$ cat src/hw/rtl/brmc_pkg.sv
// Shared types, constants and the microcode ROM for the balance robot motor controller.
// No dependencies; used by the sequencer, the core and the checker.
`default_nettype none

package brmc_pkg;

	// Fixed point
	localparam int COEFF_FRAC_BITS = 8;
	localparam int FILT_FRAC       = 8;
	localparam int VEL_SHIFT       = COEFF_FRAC_BITS + FILT_FRAC;

	// Datapath widths
	localparam int MUL_W    = 29;
	localparam int PROD_W   = 2 * MUL_W;
	localparam int ACC_W    = 60;
	localparam int X_W      = 28;
	localparam int F_W      = 32;
	localparam int I_W      = 40;
	localparam int I_SPLIT  = 20;
	localparam int BAL_W    = 36 - COEFF_FRAC_BITS;
	localparam int VEL_W    = 32;
	localparam int SUM_W    = 34;
	localparam int DRV_W    = 14;
	localparam int MAG_W    = 13;
	localparam int STEP_W   = 4;
	localparam int CFG_IDX_W  = 4;
	localparam int CFG_DATA_W = 17;

	// x/5 as x*ceil(2^30/5) >> 30, exact for x < 2^30
	localparam int              RECIP_SHIFT = 30;
	localparam logic [27:0]     RECIP_5     = 28'd214748365;

	// Register reset values
	localparam logic [10:0] RST_ANGLE_OFFSET = 11'd20;
	localparam logic [16:0] RST_BALANCE_KP   = 17'h1FC80;   // -896
	localparam logic [16:0] RST_BALANCE_KD   = 17'h1FF4D;   // -179
	localparam logic [16:0] RST_VELOCITY_KP  = 17'd23040;
	localparam logic [16:0] RST_VELOCITY_KI  = 17'd102;
	localparam logic [12:0] RST_PWM_LIMIT    = 13'd6900;
	localparam logic [14:0] RST_TILT_LIMIT   = 15'd2000;

	typedef enum logic [CFG_IDX_W-1:0] {
		REG_ANGLE_OFFSET    = 4'd0,
		REG_BALANCE_KP      = 4'd1,
		REG_BALANCE_KD      = 4'd2,
		REG_VELOCITY_KP     = 4'd3,
		REG_VELOCITY_KI     = 4'd4,
		REG_PWM_LIMIT       = 4'd5,
		REG_TILT_LIMIT      = 4'd6,
		REG_VELOCITY_ENABLE = 4'd7
	} cfg_reg_t;

	typedef enum logic [1:0] {
		BRIDGE_OFF = 2'd0,
		BRIDGE_FWD = 2'd1,
		BRIDGE_REV = 2'd2
	} bridge_t;

	// Multiplier operand pairs
	typedef enum logic [2:0] {
		MS_KP_DIFF,
		MS_KD_GYRO,
		MS_X_RECIP,
		MS_VKP_F,
		MS_VKI_ILO,
		MS_VKI_IHI
	} mul_sel_t;

	typedef enum logic [1:0] {
		AC_HOLD,
		AC_LOAD,
		AC_ADD,
		AC_ADD_SH
	} acc_op_t;

	typedef enum logic [3:0] {
		AL_NONE,
		AL_LOAD_X,
		AL_ABS_X,
		AL_BAL,
		AL_FILT,
		AL_INTEG,
		AL_VEL,
		AL_SUM,
		AL_CLAMP,
		AL_RUN,
		AL_HALT
	} alu_op_t;

	typedef enum logic [1:0] {
		NX_SEQ,
		NX_JSTOP,
		NX_END
	} next_op_t;

	typedef struct packed {
		mul_sel_t            mul;
		acc_op_t             acc;
		alu_op_t             alu;
		next_op_t            nxt;
		logic [STEP_W-1:0]   target;
	} ctrl_word_t;

	function automatic ctrl_word_t cw(input mul_sel_t m, input acc_op_t a, input alu_op_t l,
		input next_op_t n, input logic [STEP_W-1:0] t);
		ctrl_word_t w;
		w.mul    = m;
		w.acc    = a;
		w.alu    = l;
		w.nxt    = n;
		w.target = t;
		return w;
	endfunction

	// Control program, one word per step
	function automatic ctrl_word_t micro_rom(input logic [STEP_W-1:0] step);
		ctrl_word_t w;
		case (step)
			4'd0:  w = cw(MS_KP_DIFF, AC_HOLD,   AL_LOAD_X, NX_SEQ,   4'd0);
			4'd1:  w = cw(MS_KD_GYRO, AC_LOAD,   AL_ABS_X,  NX_SEQ,   4'd0);
			4'd2:  w = cw(MS_X_RECIP, AC_ADD,    AL_NONE,   NX_SEQ,   4'd0);
			4'd3:  w = cw(MS_X_RECIP, AC_LOAD,   AL_BAL,    NX_SEQ,   4'd0);
			4'd4:  w = cw(MS_X_RECIP, AC_HOLD,   AL_FILT,   NX_SEQ,   4'd0);
			4'd5:  w = cw(MS_X_RECIP, AC_HOLD,   AL_INTEG,  NX_SEQ,   4'd0);
			4'd6:  w = cw(MS_VKP_F,   AC_HOLD,   AL_NONE,   NX_SEQ,   4'd0);
			4'd7:  w = cw(MS_VKI_ILO, AC_LOAD,   AL_NONE,   NX_SEQ,   4'd0);
			4'd8:  w = cw(MS_VKI_IHI, AC_ADD,    AL_NONE,   NX_SEQ,   4'd0);
			4'd9:  w = cw(MS_VKI_IHI, AC_ADD_SH, AL_NONE,   NX_SEQ,   4'd0);
			4'd10: w = cw(MS_VKI_IHI, AC_HOLD,   AL_VEL,    NX_SEQ,   4'd0);
			4'd11: w = cw(MS_VKI_IHI, AC_HOLD,   AL_SUM,    NX_SEQ,   4'd0);
			4'd12: w = cw(MS_VKI_IHI, AC_HOLD,   AL_CLAMP,  NX_SEQ,   4'd0);
			4'd13: w = cw(MS_VKI_IHI, AC_HOLD,   AL_NONE,   NX_JSTOP, 4'd15);
			4'd14: w = cw(MS_VKI_IHI, AC_HOLD,   AL_RUN,    NX_END,   4'd0);
			4'd15: w = cw(MS_VKI_IHI, AC_HOLD,   AL_HALT,   NX_END,   4'd0);
			default: w = cw(MS_KP_DIFF, AC_HOLD, AL_NONE,   NX_END,   4'd0);
		endcase
		return w;
	endfunction

endpackage

`default_nettype wire

$ cat src/hw/rtl/brmc_seq.sv
// Microcode sequencer: step counter, control ROM lookup, conditional jump.
// Depends on brmc_pkg.
`default_nettype none

module brmc_seq (
	input  wire logic                  clk,
	input  wire logic                  arst_n,
	input  wire logic                  start,
	input  wire logic                  adv,
	input  wire logic                  jump_cond,
	output brmc_pkg::ctrl_word_t       ctrl,
	output logic                       busy
);

	logic [brmc_pkg::STEP_W-1:0] step_q;
	logic                        busy_q;

	assign ctrl = brmc_pkg::micro_rom(step_q);
	assign busy = busy_q;

	always_ff @(posedge clk or negedge arst_n) begin
		if (!arst_n) begin
			step_q <= '0;
			busy_q <= 1'b0;
		end else if (!busy_q) begin
			if (start) begin
				busy_q <= 1'b1;
				step_q <= '0;
			end
		end else if (adv) begin
			case (ctrl.nxt)
				brmc_pkg::NX_SEQ:   step_q <= step_q + 1'b1;
				brmc_pkg::NX_JSTOP: step_q <= jump_cond ? ctrl.target : step_q + 1'b1;
				brmc_pkg::NX_END:   busy_q <= 1'b0;
				default:            busy_q <= 1'b0;
			endcase
		end
	end

endmodule

`default_nettype wire

$ cat src/hw/rtl/balance_robot_motor_controller_core.sv
// Balance robot motor controller: PD balance loop, PI velocity loop, clamp and bridge code.
// Depends on brmc_pkg and brmc_seq.
`default_nettype none

// One item at a time: in_stall stays high while the 15-step microcode program runs
// on the shared 29x29 multiplier and accumulator. The last step waits while a previous
// result still sits unclaimed in the output register.
// Reset: registers return to their defaults, filter, integral and held PWM clear,
// the sequencer idles. Config writes are taken in any cycle (cfg_ready stays high).
module balance_robot_motor_controller_core (
	input  wire logic                                   clk,
	input  wire logic                                   arst_n,
	// configuration write channel
	input  wire logic                                   cfg_valid,
	output logic                                        cfg_ready,
	input  wire logic [brmc_pkg::CFG_IDX_W-1:0]         cfg_index,
	input  wire logic [brmc_pkg::CFG_DATA_W-1:0]        cfg_data,
	// input channel
	input  wire logic                                   in_valid,
	output logic                                        in_stall,
	input  wire logic signed [15:0]                     tilt_angle,
	input  wire logic signed [15:0]                     gyro_rate,
	input  wire logic signed [15:0]                     left_count,
	input  wire logic signed [15:0]                     right_count,
	// result channel
	output logic                                        out_valid,
	input  wire logic                                   out_stall,
	output logic [brmc_pkg::MAG_W-1:0]                  pwm_magnitude,
	output logic [1:0]                                  bridge_code,
	output logic                                        tilt_stop,
	output logic signed [brmc_pkg::VEL_W-1:0]           velocity_term
);

	localparam int ACC_W   = brmc_pkg::ACC_W;
	localparam int MUL_W   = brmc_pkg::MUL_W;
	localparam int X_W     = brmc_pkg::X_W;
	localparam int F_W     = brmc_pkg::F_W;
	localparam int I_W     = brmc_pkg::I_W;
	localparam int I_SPLIT = brmc_pkg::I_SPLIT;
	localparam int SUM_W   = brmc_pkg::SUM_W;
	localparam int DRV_W   = brmc_pkg::DRV_W;
	localparam int MAG_W   = brmc_pkg::MAG_W;
	localparam int VEL_W   = brmc_pkg::VEL_W;
	localparam int BAL_W   = brmc_pkg::BAL_W;

	// round-toward-zero biases for the two arithmetic right shifts
	localparam logic [ACC_W-1:0] BAL_BIAS =
		(ACC_W'(1) << brmc_pkg::COEFF_FRAC_BITS) - ACC_W'(1);
	localparam logic [ACC_W-1:0] VEL_BIAS =
		(ACC_W'(1) << brmc_pkg::VEL_SHIFT) - ACC_W'(1);

	//--------------------------------------------------------------------------
	// Configuration registers
	//--------------------------------------------------------------------------
	logic signed [10:0] offset_q;
	logic signed [16:0] kp_q, kd_q, vkp_q, vki_q;
	logic [12:0]        pwm_lim_q;
	logic [14:0]        tilt_lim_q;
	logic               vel_en_q;

	assign cfg_ready = 1'b1;

	always_ff @(posedge clk or negedge arst_n) begin
		if (!arst_n) begin
			offset_q   <= brmc_pkg::RST_ANGLE_OFFSET;
			kp_q       <= brmc_pkg::RST_BALANCE_KP;
			kd_q       <= brmc_pkg::RST_BALANCE_KD;
			vkp_q      <= brmc_pkg::RST_VELOCITY_KP;
			vki_q      <= brmc_pkg::RST_VELOCITY_KI;
			pwm_lim_q  <= brmc_pkg::RST_PWM_LIMIT;
			tilt_lim_q <= brmc_pkg::RST_TILT_LIMIT;
			vel_en_q   <= 1'b0;
		end else if (cfg_valid && cfg_ready) begin
			case (cfg_index)
				brmc_pkg::REG_ANGLE_OFFSET:    offset_q   <= cfg_data[10:0];
				brmc_pkg::REG_BALANCE_KP:      kp_q       <= cfg_data[16:0];
				brmc_pkg::REG_BALANCE_KD:      kd_q       <= cfg_data[16:0];
				brmc_pkg::REG_VELOCITY_KP:     vkp_q      <= cfg_data[16:0];
				brmc_pkg::REG_VELOCITY_KI:     vki_q      <= cfg_data[16:0];
				brmc_pkg::REG_PWM_LIMIT:       pwm_lim_q  <= cfg_data[12:0];
				brmc_pkg::REG_TILT_LIMIT:      tilt_lim_q <= cfg_data[14:0];
				brmc_pkg::REG_VELOCITY_ENABLE: vel_en_q   <= cfg_data[0];
				default: ;  // unknown index: dropped
			endcase
		end
	end

	//--------------------------------------------------------------------------
	// Sequencer
	//--------------------------------------------------------------------------
	brmc_pkg::ctrl_word_t ctrl;
	logic                 busy;
	logic                 in_acc;
	logic                 adv;
	logic                 run;
	logic                 stop_now;

	assign in_stall = busy;
	assign in_acc   = in_valid && !in_stall;

	// the final step must not overwrite a result that has not been taken yet
	assign adv = !(ctrl.nxt == brmc_pkg::NX_END && out_valid && out_stall);
	assign run = busy && adv;

	brmc_seq u_seq (
		.clk       (clk),
		.arst_n    (arst_n),
		.start     (in_acc),
		.adv       (adv),
		.jump_cond (stop_now),
		.ctrl      (ctrl),
		.busy      (busy)
	);

	//--------------------------------------------------------------------------
	// Captured inputs
	//--------------------------------------------------------------------------
	logic signed [15:0] angle_q, gyro_q;
	logic signed [16:0] cnt_sum_q;

	always_ff @(posedge clk) begin
		if (in_acc) begin
			angle_q   <= tilt_angle;
			gyro_q    <= gyro_rate;
			cnt_sum_q <= 17'(left_count) + 17'(right_count);
		end
	end

	logic signed [16:0] angle_diff, angle_ext, tilt_pos, tilt_neg;

	assign angle_diff = 17'(angle_q) - 17'(offset_q);
	assign angle_ext  = 17'(angle_q);
	assign tilt_pos   = 17'({2'b00, tilt_lim_q});
	assign tilt_neg   = -tilt_pos;
	// tilt stop uses the raw angle, not the offset-corrected one
	assign stop_now   = (angle_ext < tilt_neg) || (angle_ext > tilt_pos);

	//--------------------------------------------------------------------------
	// Shared multiplier and accumulator
	//--------------------------------------------------------------------------
	logic signed [X_W-1:0]              x_q;
	logic [X_W-2:0]                     xmag_q;
	logic                               xneg_q;
	logic signed [F_W-1:0]              spd_flt_q;
	logic signed [I_W-1:0]              spd_int_q;
	logic signed [MUL_W-1:0]            mul_a, mul_b;
	logic signed [brmc_pkg::PROD_W-1:0] prod_q;
	logic signed [ACC_W-1:0]            acc_q;

	always_comb begin
		case (ctrl.mul)
			brmc_pkg::MS_KP_DIFF: begin
				mul_a = MUL_W'(kp_q);
				mul_b = MUL_W'(angle_diff);
			end
			brmc_pkg::MS_KD_GYRO: begin
				mul_a = MUL_W'(kd_q);
				mul_b = MUL_W'(gyro_q);
			end
			brmc_pkg::MS_X_RECIP: begin
				mul_a = MUL_W'({1'b0, xmag_q});
				mul_b = MUL_W'({1'b0, brmc_pkg::RECIP_5});
			end
			brmc_pkg::MS_VKP_F: begin
				mul_a = MUL_W'(vkp_q);
				mul_b = MUL_W'(spd_flt_q);
			end
			brmc_pkg::MS_VKI_ILO: begin
				mul_a = MUL_W'(vki_q);
				mul_b = MUL_W'({1'b0, spd_int_q[I_SPLIT-1:0]});
			end
			brmc_pkg::MS_VKI_IHI: begin
				mul_a = MUL_W'(vki_q);
				mul_b = MUL_W'($signed(spd_int_q[I_W-1:I_SPLIT]));
			end
			default: begin
				mul_a = '0;
				mul_b = '0;
			end
		endcase
	end

	always_ff @(posedge clk) begin
		if (run) begin
			prod_q <= mul_a * mul_b;
			case (ctrl.acc)
				brmc_pkg::AC_HOLD:   acc_q <= acc_q;
				brmc_pkg::AC_LOAD:   acc_q <= ACC_W'(prod_q);
				brmc_pkg::AC_ADD:    acc_q <= acc_q + ACC_W'(prod_q);
				// upper half of the integral carries weight 2^I_SPLIT
				brmc_pkg::AC_ADD_SH: acc_q <= acc_q + (ACC_W'(prod_q) <<< I_SPLIT);
				default:             acc_q <= acc_q;
			endcase
		end
	end

	//--------------------------------------------------------------------------
	// Post-processing on the accumulator
	//--------------------------------------------------------------------------
	logic signed [ACC_W-1:0]   bal_rnd, vel_rnd, vel_shd;
	logic [F_W-1:0]            quot_mag;
	logic signed [I_W:0]       int_sum;
	logic                      int_ovf;
	logic                      vel_fits;
	logic signed [SUM_W-1:0]   lim_pos, lim_neg;
	logic signed [BAL_W-1:0]   bal_q;
	logic signed [VEL_W-1:0]   vel_q;
	logic signed [SUM_W-1:0]   dsum_q;
	logic signed [DRV_W-1:0]   drive_q;
	logic [MAG_W-1:0]          drive_mag;
	logic [MAG_W-1:0]          held_q;

	assign bal_rnd  = acc_q + (acc_q[ACC_W-1] ? BAL_BIAS : ACC_W'(0));
	assign vel_rnd  = acc_q + (acc_q[ACC_W-1] ? VEL_BIAS : ACC_W'(0));
	assign vel_shd  = vel_rnd >>> brmc_pkg::VEL_SHIFT;
	assign vel_fits = (&vel_shd[ACC_W-1:VEL_W-1]) || !(|vel_shd[ACC_W-1:VEL_W-1]);

	// |x| * ceil(2^30/5) >> 30 is floor(|x|/5); sign is put back afterwards
	assign quot_mag = F_W'(acc_q >>> brmc_pkg::RECIP_SHIFT);

	assign int_sum  = (I_W+1)'(spd_int_q) + (I_W+1)'(spd_flt_q);
	assign int_ovf  = int_sum[I_W] != int_sum[I_W-1];

	assign lim_pos  = SUM_W'({1'b0, pwm_lim_q});
	assign lim_neg  = -lim_pos;

	assign drive_mag = drive_q[DRV_W-1] ? MAG_W'(-drive_q) : MAG_W'(drive_q);

	// loop state
	always_ff @(posedge clk or negedge arst_n) begin
		if (!arst_n) begin
			spd_flt_q <= '0;
			spd_int_q <= '0;
			held_q    <= '0;
		end else if (run) begin
			case (ctrl.alu)
				brmc_pkg::AL_FILT:  spd_flt_q <= xneg_q ? -quot_mag : quot_mag;
				brmc_pkg::AL_INTEG: spd_int_q <= int_ovf ?
					{int_sum[I_W], {(I_W-1){~int_sum[I_W]}}} : int_sum[I_W-1:0];
				brmc_pkg::AL_RUN:   held_q <= drive_mag;
				default: ;
			endcase
		end
	end

	// working registers
	always_ff @(posedge clk) begin
		if (run) begin
			case (ctrl.alu)
				// 4f + 256*(left+right), the numerator of the 0.8/0.2 filter
				brmc_pkg::AL_LOAD_X: x_q <= (X_W'(spd_flt_q) <<< 2)
					+ (X_W'(cnt_sum_q) <<< brmc_pkg::FILT_FRAC);
				brmc_pkg::AL_ABS_X: begin
					xneg_q <= x_q[X_W-1];
					xmag_q <= (X_W-1)'(x_q[X_W-1] ? -x_q : x_q);
				end
				brmc_pkg::AL_BAL:   bal_q <= BAL_W'(bal_rnd >>> brmc_pkg::COEFF_FRAC_BITS);
				brmc_pkg::AL_VEL:   vel_q <= vel_fits ? vel_shd[VEL_W-1:0]
					: {vel_shd[ACC_W-1], {(VEL_W-1){~vel_shd[ACC_W-1]}}};
				brmc_pkg::AL_SUM:   dsum_q <= SUM_W'(bal_q)
					+ (vel_en_q ? SUM_W'(vel_q) : SUM_W'(0));
				brmc_pkg::AL_CLAMP: begin
					if (dsum_q > lim_pos) begin
						drive_q <= DRV_W'(lim_pos);
					end else if (dsum_q < lim_neg) begin
						drive_q <= DRV_W'(lim_neg);
					end else begin
						drive_q <= DRV_W'(dsum_q);
					end
				end
				default: ;
			endcase
		end
	end

	//--------------------------------------------------------------------------
	// Output register
	//--------------------------------------------------------------------------
	logic                      out_valid_q;
	logic [MAG_W-1:0]          mag_q;
	brmc_pkg::bridge_t         code_q;
	logic                      stop_q;
	logic signed [VEL_W-1:0]   vel_out_q;

	always_ff @(posedge clk or negedge arst_n) begin
		if (!arst_n) begin
			out_valid_q <= 1'b0;
		end else if (run && ctrl.nxt == brmc_pkg::NX_END) begin
			out_valid_q <= 1'b1;
		end else if (out_valid_q && !out_stall) begin
			out_valid_q <= 1'b0;
		end
	end

	always_ff @(posedge clk) begin
		if (run) begin
			case (ctrl.alu)
				brmc_pkg::AL_RUN: begin
					mag_q     <= drive_mag;
					code_q    <= drive_q[DRV_W-1] ? brmc_pkg::BRIDGE_REV : brmc_pkg::BRIDGE_FWD;
					stop_q    <= 1'b0;
					vel_out_q <= vel_q;
				end
				// tilted over: bridge off, magnitude held from the last driven tick
				brmc_pkg::AL_HALT: begin
					mag_q     <= held_q;
					code_q    <= brmc_pkg::BRIDGE_OFF;
					stop_q    <= 1'b1;
					vel_out_q <= vel_q;
				end
				default: ;
			endcase
		end
	end

	assign out_valid     = out_valid_q;
	assign pwm_magnitude = mag_q;
	assign bridge_code   = code_q;
	assign tilt_stop     = stop_q;
	assign velocity_term = vel_out_q;

endmodule

`default_nettype wire

$ cat config.mk
export PLATFORM = sky130hd
export DESIGN_NAME = balance_robot_motor_controller_core
export DESIGN_NICKNAME = d
export VERILOG_FILES = /design/src/hw/rtl/brmc_pkg.sv /design/src/hw/rtl/brmc_seq.sv /design/src/hw/rtl/balance_robot_motor_controller_core.sv
export SDC_FILE = /design/constraint.sdc
export NUM_CORES = 2
export LEC_CHECK = 0
export ABC_AREA = 1
export BUFFER_PORTS_ARGS = -buffer_cell sky130_fd_sc_hd__buf_2
export CAP_MARGIN = 20
export CELL_PAD_IN_SITES_DETAIL_PLACEMENT = 1
export CELL_PAD_IN_SITES_GLOBAL_PLACEMENT = 1
export CORE_UTILIZATION = 41
export DETAILED_ROUTE_END_ITERATION = 10
export PLACE_DENSITY = 0.67
export SLEW_MARGIN = 0
export SYNTH_ARGS = -nofsm -noshare
export SYNTH_HDL_FRONTEND = slang
export SYNTH_SLANG_ARGS = --single-unit
$ cat constraint.sdc
create_clock -name clk -period 25.8 [get_ports clk]
set_clock_uncertainty 0.2 [all_clocks]
set_input_delay 5.16 -clock clk [delete_from_list [all_inputs] [get_ports clk]]
set_output_delay 5.16 -clock clk [all_outputs]
set_load 0.01 [all_outputs]
### Word-level counts from Yosys, hierarchy flattened

Memory sizes are Yosys's and may differ from the RTL's.
Index checks and enable logic that the tools add are counted.

| word-level totals | value |
|---|---|
| register bits | 578 |
| bits in latches | 0 |
| RAM bits | 0 |
| bits in read-only memories | 240 |
| logic and storage cells | 158 |
| memories | 1 |

Memories:

| name | words | bits a word | rd ports | clocked after memory_dff | wr ports | RTL line | source |
|---|---|---|---|---|---|---|---|
| (name not given) | 16 | 15 | 1 | 0 | 0 | brmc_pkg.sv:118 | `case (step)` |

| cells by class | value |
|---|---|
| add/subtract/negate cells | 15 |
| $mul | 1 |
| divide/modulo/power cells | 0 |
| magnitude comparators | 4 |
| eq/ne operators | 30 |
| shifts and indexed selects | 0 |
| mux-type cells | 28 |
| bitwise logic cells | 3 |
| reductions and logical operators | 45 |

Operator list:

| operator | count |
|---|---|
| $pmux 60 s3 | 1 |
| $pmux 29 s6 | 1 |
| $pmux 29 s5 | 1 |
| $mux 32 | 2 |
| $add 60x16->60 | 1 |
| $add 60x58->60 | 1 |
| $add 60x60->60 | 1 |
| $mul 29x29->58 | 1 |
| $add 40x32->41 | 1 |
| $mux 40 | 1 |
| $reduce_and 2->1 | 20 |
| $add 36x8->36 | 1 |
| $add 28x34->34 | 1 |
| $gt 34x14->1 | 1 |
| $lt 34x34->1 | 1 |
| $mux 34 | 1 |
| $neg 13->34 | 1 |
| $eq 4x3->1 const B | 8 |
| $neg 32->32 | 1 |
| $add 28x25->28 | 1 |
| $mux 27 | 1 |
| $neg 27->27 | 1 |
| $mux 13 | 2 |
| $pmux 13 s2 | 1 |
| other kinds (39) | 74 |

### Depth between registers and ports, before layout

An unclocked memory read counts as a cell.

| depth | value |
|---|---|
| depth after elaboration | 8 |
| gate-level depth with buffers | 49 |
| mapped depth without buffers | 47 |

### By module

A second synthesis with hierarchy kept.

| second synthesis, totals | value |
|---|---|
| cells, all modules | 9345 |
| area, all modules | 73255.3 um^2 |

Modules (own cells, without submodules):

| module | times used | cells each | area an instance (um^2) | sequential area each (um^2) |
|---|---|---|---|---|
| balance_robot_motor_controller_core | 1 | 9272 | 72734.8 | 16171.8 |
| brmc_seq | 1 | 73 | 520.5 | 125.1 |

### Worst setup path before layout

No wires, ideal clock.

| timing path | value |
|---|---|
| path kind | input to register |
| start | input out_stall |
| end | register code_q[0] (netlist: bridge_code[0]), enable pin |
| library setup time | 0.469 ns |
| arrival | 9.556 ns |
| data required time | 25.131 ns |
| path slack | 15.574 ns |
| cell stages on the path | 5 |
| cell sequence | nand2_1 -> nor2_1 -> nor2_2 -> nand2_1 -> a21oi_1 |

| between the ends | value |
|---|---|
| longest elaborated chain between the ends | 4 |

Ends and longest elaborated chain:

| what | RTL line | source |
|---|---|---|
| from (decl) | balance_robot_motor_controller_core.sv:27 | `input wire logic out_stall,` |
| $logic_and 1x1->1 | balance_robot_motor_controller_core.sv:102 | `assign adv = !(ctrl.nxt == brmc_pkg::NX_END && out_valid && out_stall);` |
| $logic_not 1->1 | balance_robot_motor_controller_core.sv:102 |  |
| $logic_and 1x1->1 | balance_robot_motor_controller_core.sv:103 | `assign run = busy && adv;` |
| via run | balance_robot_motor_controller_core.sv:95 | `logic run;` |
| $reduce_and 2->1 (no line) | -- |  |
| to (signal assigned) | balance_robot_motor_controller_core.sv:300 | `code_q <= drive_q[DRV_W-1] ? brmc_pkg::BRIDGE_REV : brmc_pkg::BRIDGE_FWD;` |
| to (signal assigned) | balance_robot_motor_controller_core.sv:307 | `code_q <= brmc_pkg::BRIDGE_OFF;` |
| to (decl) | balance_robot_motor_controller_core.sv:281 | `brmc_pkg::bridge_t code_q;` |

The timed path passes the listed nets, and every way through them passes these cells.
A chain may end at the register's enable or synchronous reset.

### Worst setup path after layout

| timing path | value |
|---|---|
| start | register u_seq.step_q[1] (netlist bit) |
| end | register prod_q[55] (netlist bit), data pin |

| between the ends | value |
|---|---|
| longest elaborated chain between the ends | 5 |
| elaborated cells on any way between the ends | 11 |
| those cells by class | mul: 1; eq/ne: 5; mux: 2; reduce/logical: 2; memory: 1 |

Ends and longest elaborated chain:

| what | RTL line | source |
|---|---|---|
| from (decl) | brmc_seq.sv:15 | `logic [brmc_pkg::STEP_W-1:0] step_q;` |
| from (signal assigned) | brmc_seq.sv:32 | `brmc_pkg::NX_SEQ: step_q <= step_q + 1'b1;` |
| from (signal assigned) | brmc_seq.sv:33 | `brmc_pkg::NX_JSTOP: step_q <= jump_cond ? ctrl.target : step_q + 1'b1;` |
| $mem_v2 16x15 * | -- |  |
| $eq 3x3->1 | balance_robot_motor_controller_core.sv:151 | `case (ctrl.mul)` |
| $reduce_or 2->1 (no line) | -- |  |
| $pmux 29 s5 | balance_robot_motor_controller_core.sv:151 |  |
| $mul 29x29->58 * | balance_robot_motor_controller_core.sv:185 | `prod_q <= mul_a * mul_b;` |
| to (signal assigned) | balance_robot_motor_controller_core.sv:185 |  |
| to (decl) | balance_robot_motor_controller_core.sv:147 | `logic signed [brmc_pkg::PROD_W-1:0] prod_q;` |

Every way passes the cells marked *; elsewhere a longest branch is shown, timed or not.

==> results.yml <==
synth:
  syn-num-nets: 10800
  synthFlopType: "edfxtp_1"
  synth_seq_cells: 574
  avgSynthCellArea_um2: 7.87
  ys_types: 71
  synth_top_area_share_pct: 24.2
  synth_area_leaders: "fa_1 24%, edfxtp_1 15%, nand2_1 11%"
  synth_cells: 9355
  ys_seq_area_share_pct: 22.1
  syn-cell-area_mm2: 0.0736
  yosysTopAreaCell: "fa_1"
  synth_edf_count: 375
  synthArstFlopShare_pct: 34.7
  synth_warnings: 0
timing:
  max_freq_ghz: 0.0844
  min_period_ns: 11.85
  period_share_pct: 45.9
  final-max-slew-violation-count: 0
  rsz0062_at_grt: "false"
  setup_viol: 0
  tns_ns: 0
  hold_violations: 0
  worst_pin_slew_ns: 1.16
  relSlewSlack_pct: 21.9
  hold_ws_ns: 0.236
cts:
  clk_latency_ns: 0.69
  htreeDepth: 3
  cts.hold.buffers_added: 0
  cts_buffer_depth: 3
  post_cts_buffers: 0
  clock-sinks: 574
  cts.reportedPaths.clkPinSlew_ns: 0.06
  ctsResizeCount: 0
  cts_buffers: 73
  ctsRootBufferMaster: "clkbuf_16"
  cts_tree: "done"
setup_path:
  critical_path_arrival_ns: 12.08
  critical-path-max-stage-delay_ns: 1.12
  r2r-start: "u_seq.step_q[1]$_DFFE_PN0P_"
  r2r_setup_slack_ns: 13.95
  path_delay_family: "adder cells"
  reg2regPathDepth: 31
  timing.critical_path.buf_inv: 8
  timing.rr.end: "prod_q[55]$_DFFE_PP_"
  cp_common_cell: "fa_1"
  startpoint_type: "flop"
  cp.required_ns: 26.03
  cp-end-kind: "flop"
  cpMaxStageDelayCell: "fa_1"
  crit_type: "reg2reg"
  path_max_fanout: 57
floorplan:
  start_util_pct: 41.3
  io_pins: 141
  die_x_um: 426
  core_mm2: 0.178
  die_h_um: 426
  dieArea_mm2: 0.181
  rows: 155
route:
  wirelength_um: 277000
  drtIter0Drc: 4012
  drt.antenna.violating_nets: 0
  routed_via_density: 5.34
  drtPass1Iterations: 5
  post_drt_wl_per_cell_um: 23.5
  via_count: 63100
  post-route-drc-count: 0
min_path:
  hp-start: "x_q[2]$_DFFE_PP_"
  hp-class: "reg2reg"
  whs_path_depth: 0
  whs_endpoint: "xmag_q[2]$_DFFE_PP_"
global_route:
  grt_pass1_vias: 67900
  gr-total-overflow: 0
  grt_usage_pct: 30.9
  grt_max_degree: 77
  grt_pass1_wl_um: 422000
  antenna_found_initial: 2
placement:
  io_buffers: 139
  dp_hpwl_um: 232000
  place_congestion: 0.978
layout:
  drive_above_1_share_pct: 5.79
  n_fill_cell: 22000
  nNetsFinal: 10900
  multiInputGateArea_mm2: 0.0486
  area_growth_pct: 7.48
  ff_latch_area_mm2: 0.0163
run_status:
  status: "complete, no violations"
job:
  cap_violations: 0
-- worst max-delay path by stage --
| stage | cells after the start | start | endpoint |
|---|---|---|---|
| final | 31 | u_seq.step_q[1]$_DFFE_PN0P_ | prod_q[55]$_DFFE_PP_ |
| after floorplan | 5 | out_stall | bridge_code[0]$_SDFFCE_PP0P_ |
| after global routing | 31 | u_seq.step_q[1]$_DFFE_PN0P_ | prod_q[55]$_DFFE_PP_ |
| after CTS | 31 | u_seq.step_q[1]$_DFFE_PN0P_ | prod_q[55]$_DFFE_PP_ |
| after detailed placement | 31 | u_seq.step_q[1]$_DFFE_PN0P_ | prod_q[55]$_DFFE_PP_ |
| after global placement | 31 | u_seq.step_q[1]$_DFFE_PN0P_ | prod_q[55]$_DFFE_PP_ |
-- area by class of cell --
cell class | instances | share of cell area [%]
flip-flops and latches | 574 | 20.6
clock buffers | 95 | 2.60
clock inverters | 40 | 0.621
diodes | 1 | 0.00316
repair buffers | 218 | 1.64
well taps | 2355 | 3.72
inverters | 1967 | 9.34
multi-input cells | 6575 | 61.5
-- state kept, by name, indices dropped and copies added (netlist names), 14 cells and up --
signal	count
acc_q	60
angle_q	16
bal_q	28
cnt_sum_q	17
drive_q	14
dsum_q	34
gyro_q	16
kd_q	17
kp_q	17
prod_q	58
spd_flt_q	32
spd_int_q	40
tilt_lim_q	15
vel_q	32
velocity_term	32
vki_q	17
vkp_q	17
x_q	26
xmag_q	25
-- worst reg2reg max path, delay by kind of cell (launching register included) --
| kind | cells | cell delay, ns |
|---|---|---|
| xor+xnor | 1 | 0.18 |
| flops | 1 | 0.48 |
| simple gates | 7 | 1.74 |
| compound gates | 4 | 0.96 |
| fa+ha+maj | 11 | 6.10 |
| buf+inv | 8 | 1.95 |
-- kinds of logic after synthesis --
kind of cell	count (synthesis)	share of synthesized area [%]
and+or+nand+nor	3676	20.6
buffers and inverters	2206	11.9
adders and majority gates	1387	32.6
AOI/OAI and AO/OA	1213	9.25
DFF	574	22.1
xor gates and xnor gates	298	3.55
other	1	0.00509
-- layer usage --
layer | GRT usage, % | share of wire, %
met5 | 0 | 0
met2 | 52.2 | 48
met1 | 40.9 | 44
met3 | 3.07 | 4.4
met4 | 11.3 | 4.0
-- per-stage QoR --
step / instances / utilization [%] / setup WS, ns / cell area [µm²]
after global placement: 11700 / 42.9 / 14.29 / 76500
after CTS: 11800 / 44.3 / 13.90 / 79100
final: 11800 / 44.3 / 13.95 / 79100
after detailed placement: 11700 / 42.9 / 13.88 / 76600
after global routing: 11800 / 44.3 / 13.38 / 79100
after floorplan: 9355 / - / 15.57 / 73600
-- synth_stat cells (42+ instances only) --
cell and n:
edfxtp_1 375, dfrtp_1 154, clkbuf_1 58, ha_1 498
xor2_1 211, a21oi_1 465, nand2_1 2215, nand4_1 82
xnor2_1 87, fa_1 889, nor2_1 798, inv_1 1927
nor3_1 88, o21ai_0 483, nand3_1 330, dfstp_2 45
a31oi_1 58, o21bai_1 42, buf_2 115
-- layout by cell type, fill, tap and decap left out, types with 87 or more instances in the layout --
master    netlist  routed
a21oi_1       465     464
buf_2         115     138
dfrtp_1       154     154
edfxtp_1      375     375
fa_1          889     889
ha_1          498     498
inv_1        1927    1926
nand2_1      2215    2214
nand3_1       330     330
nor2_1        798     790
nor3_1         88      87
o21ai_0       483     483
xnor2_1        87      87
xor2_1        211     211
Power is not shown: default switching activity piles up to over one toggle a cycle in this logic, so the estimate is an artifact.
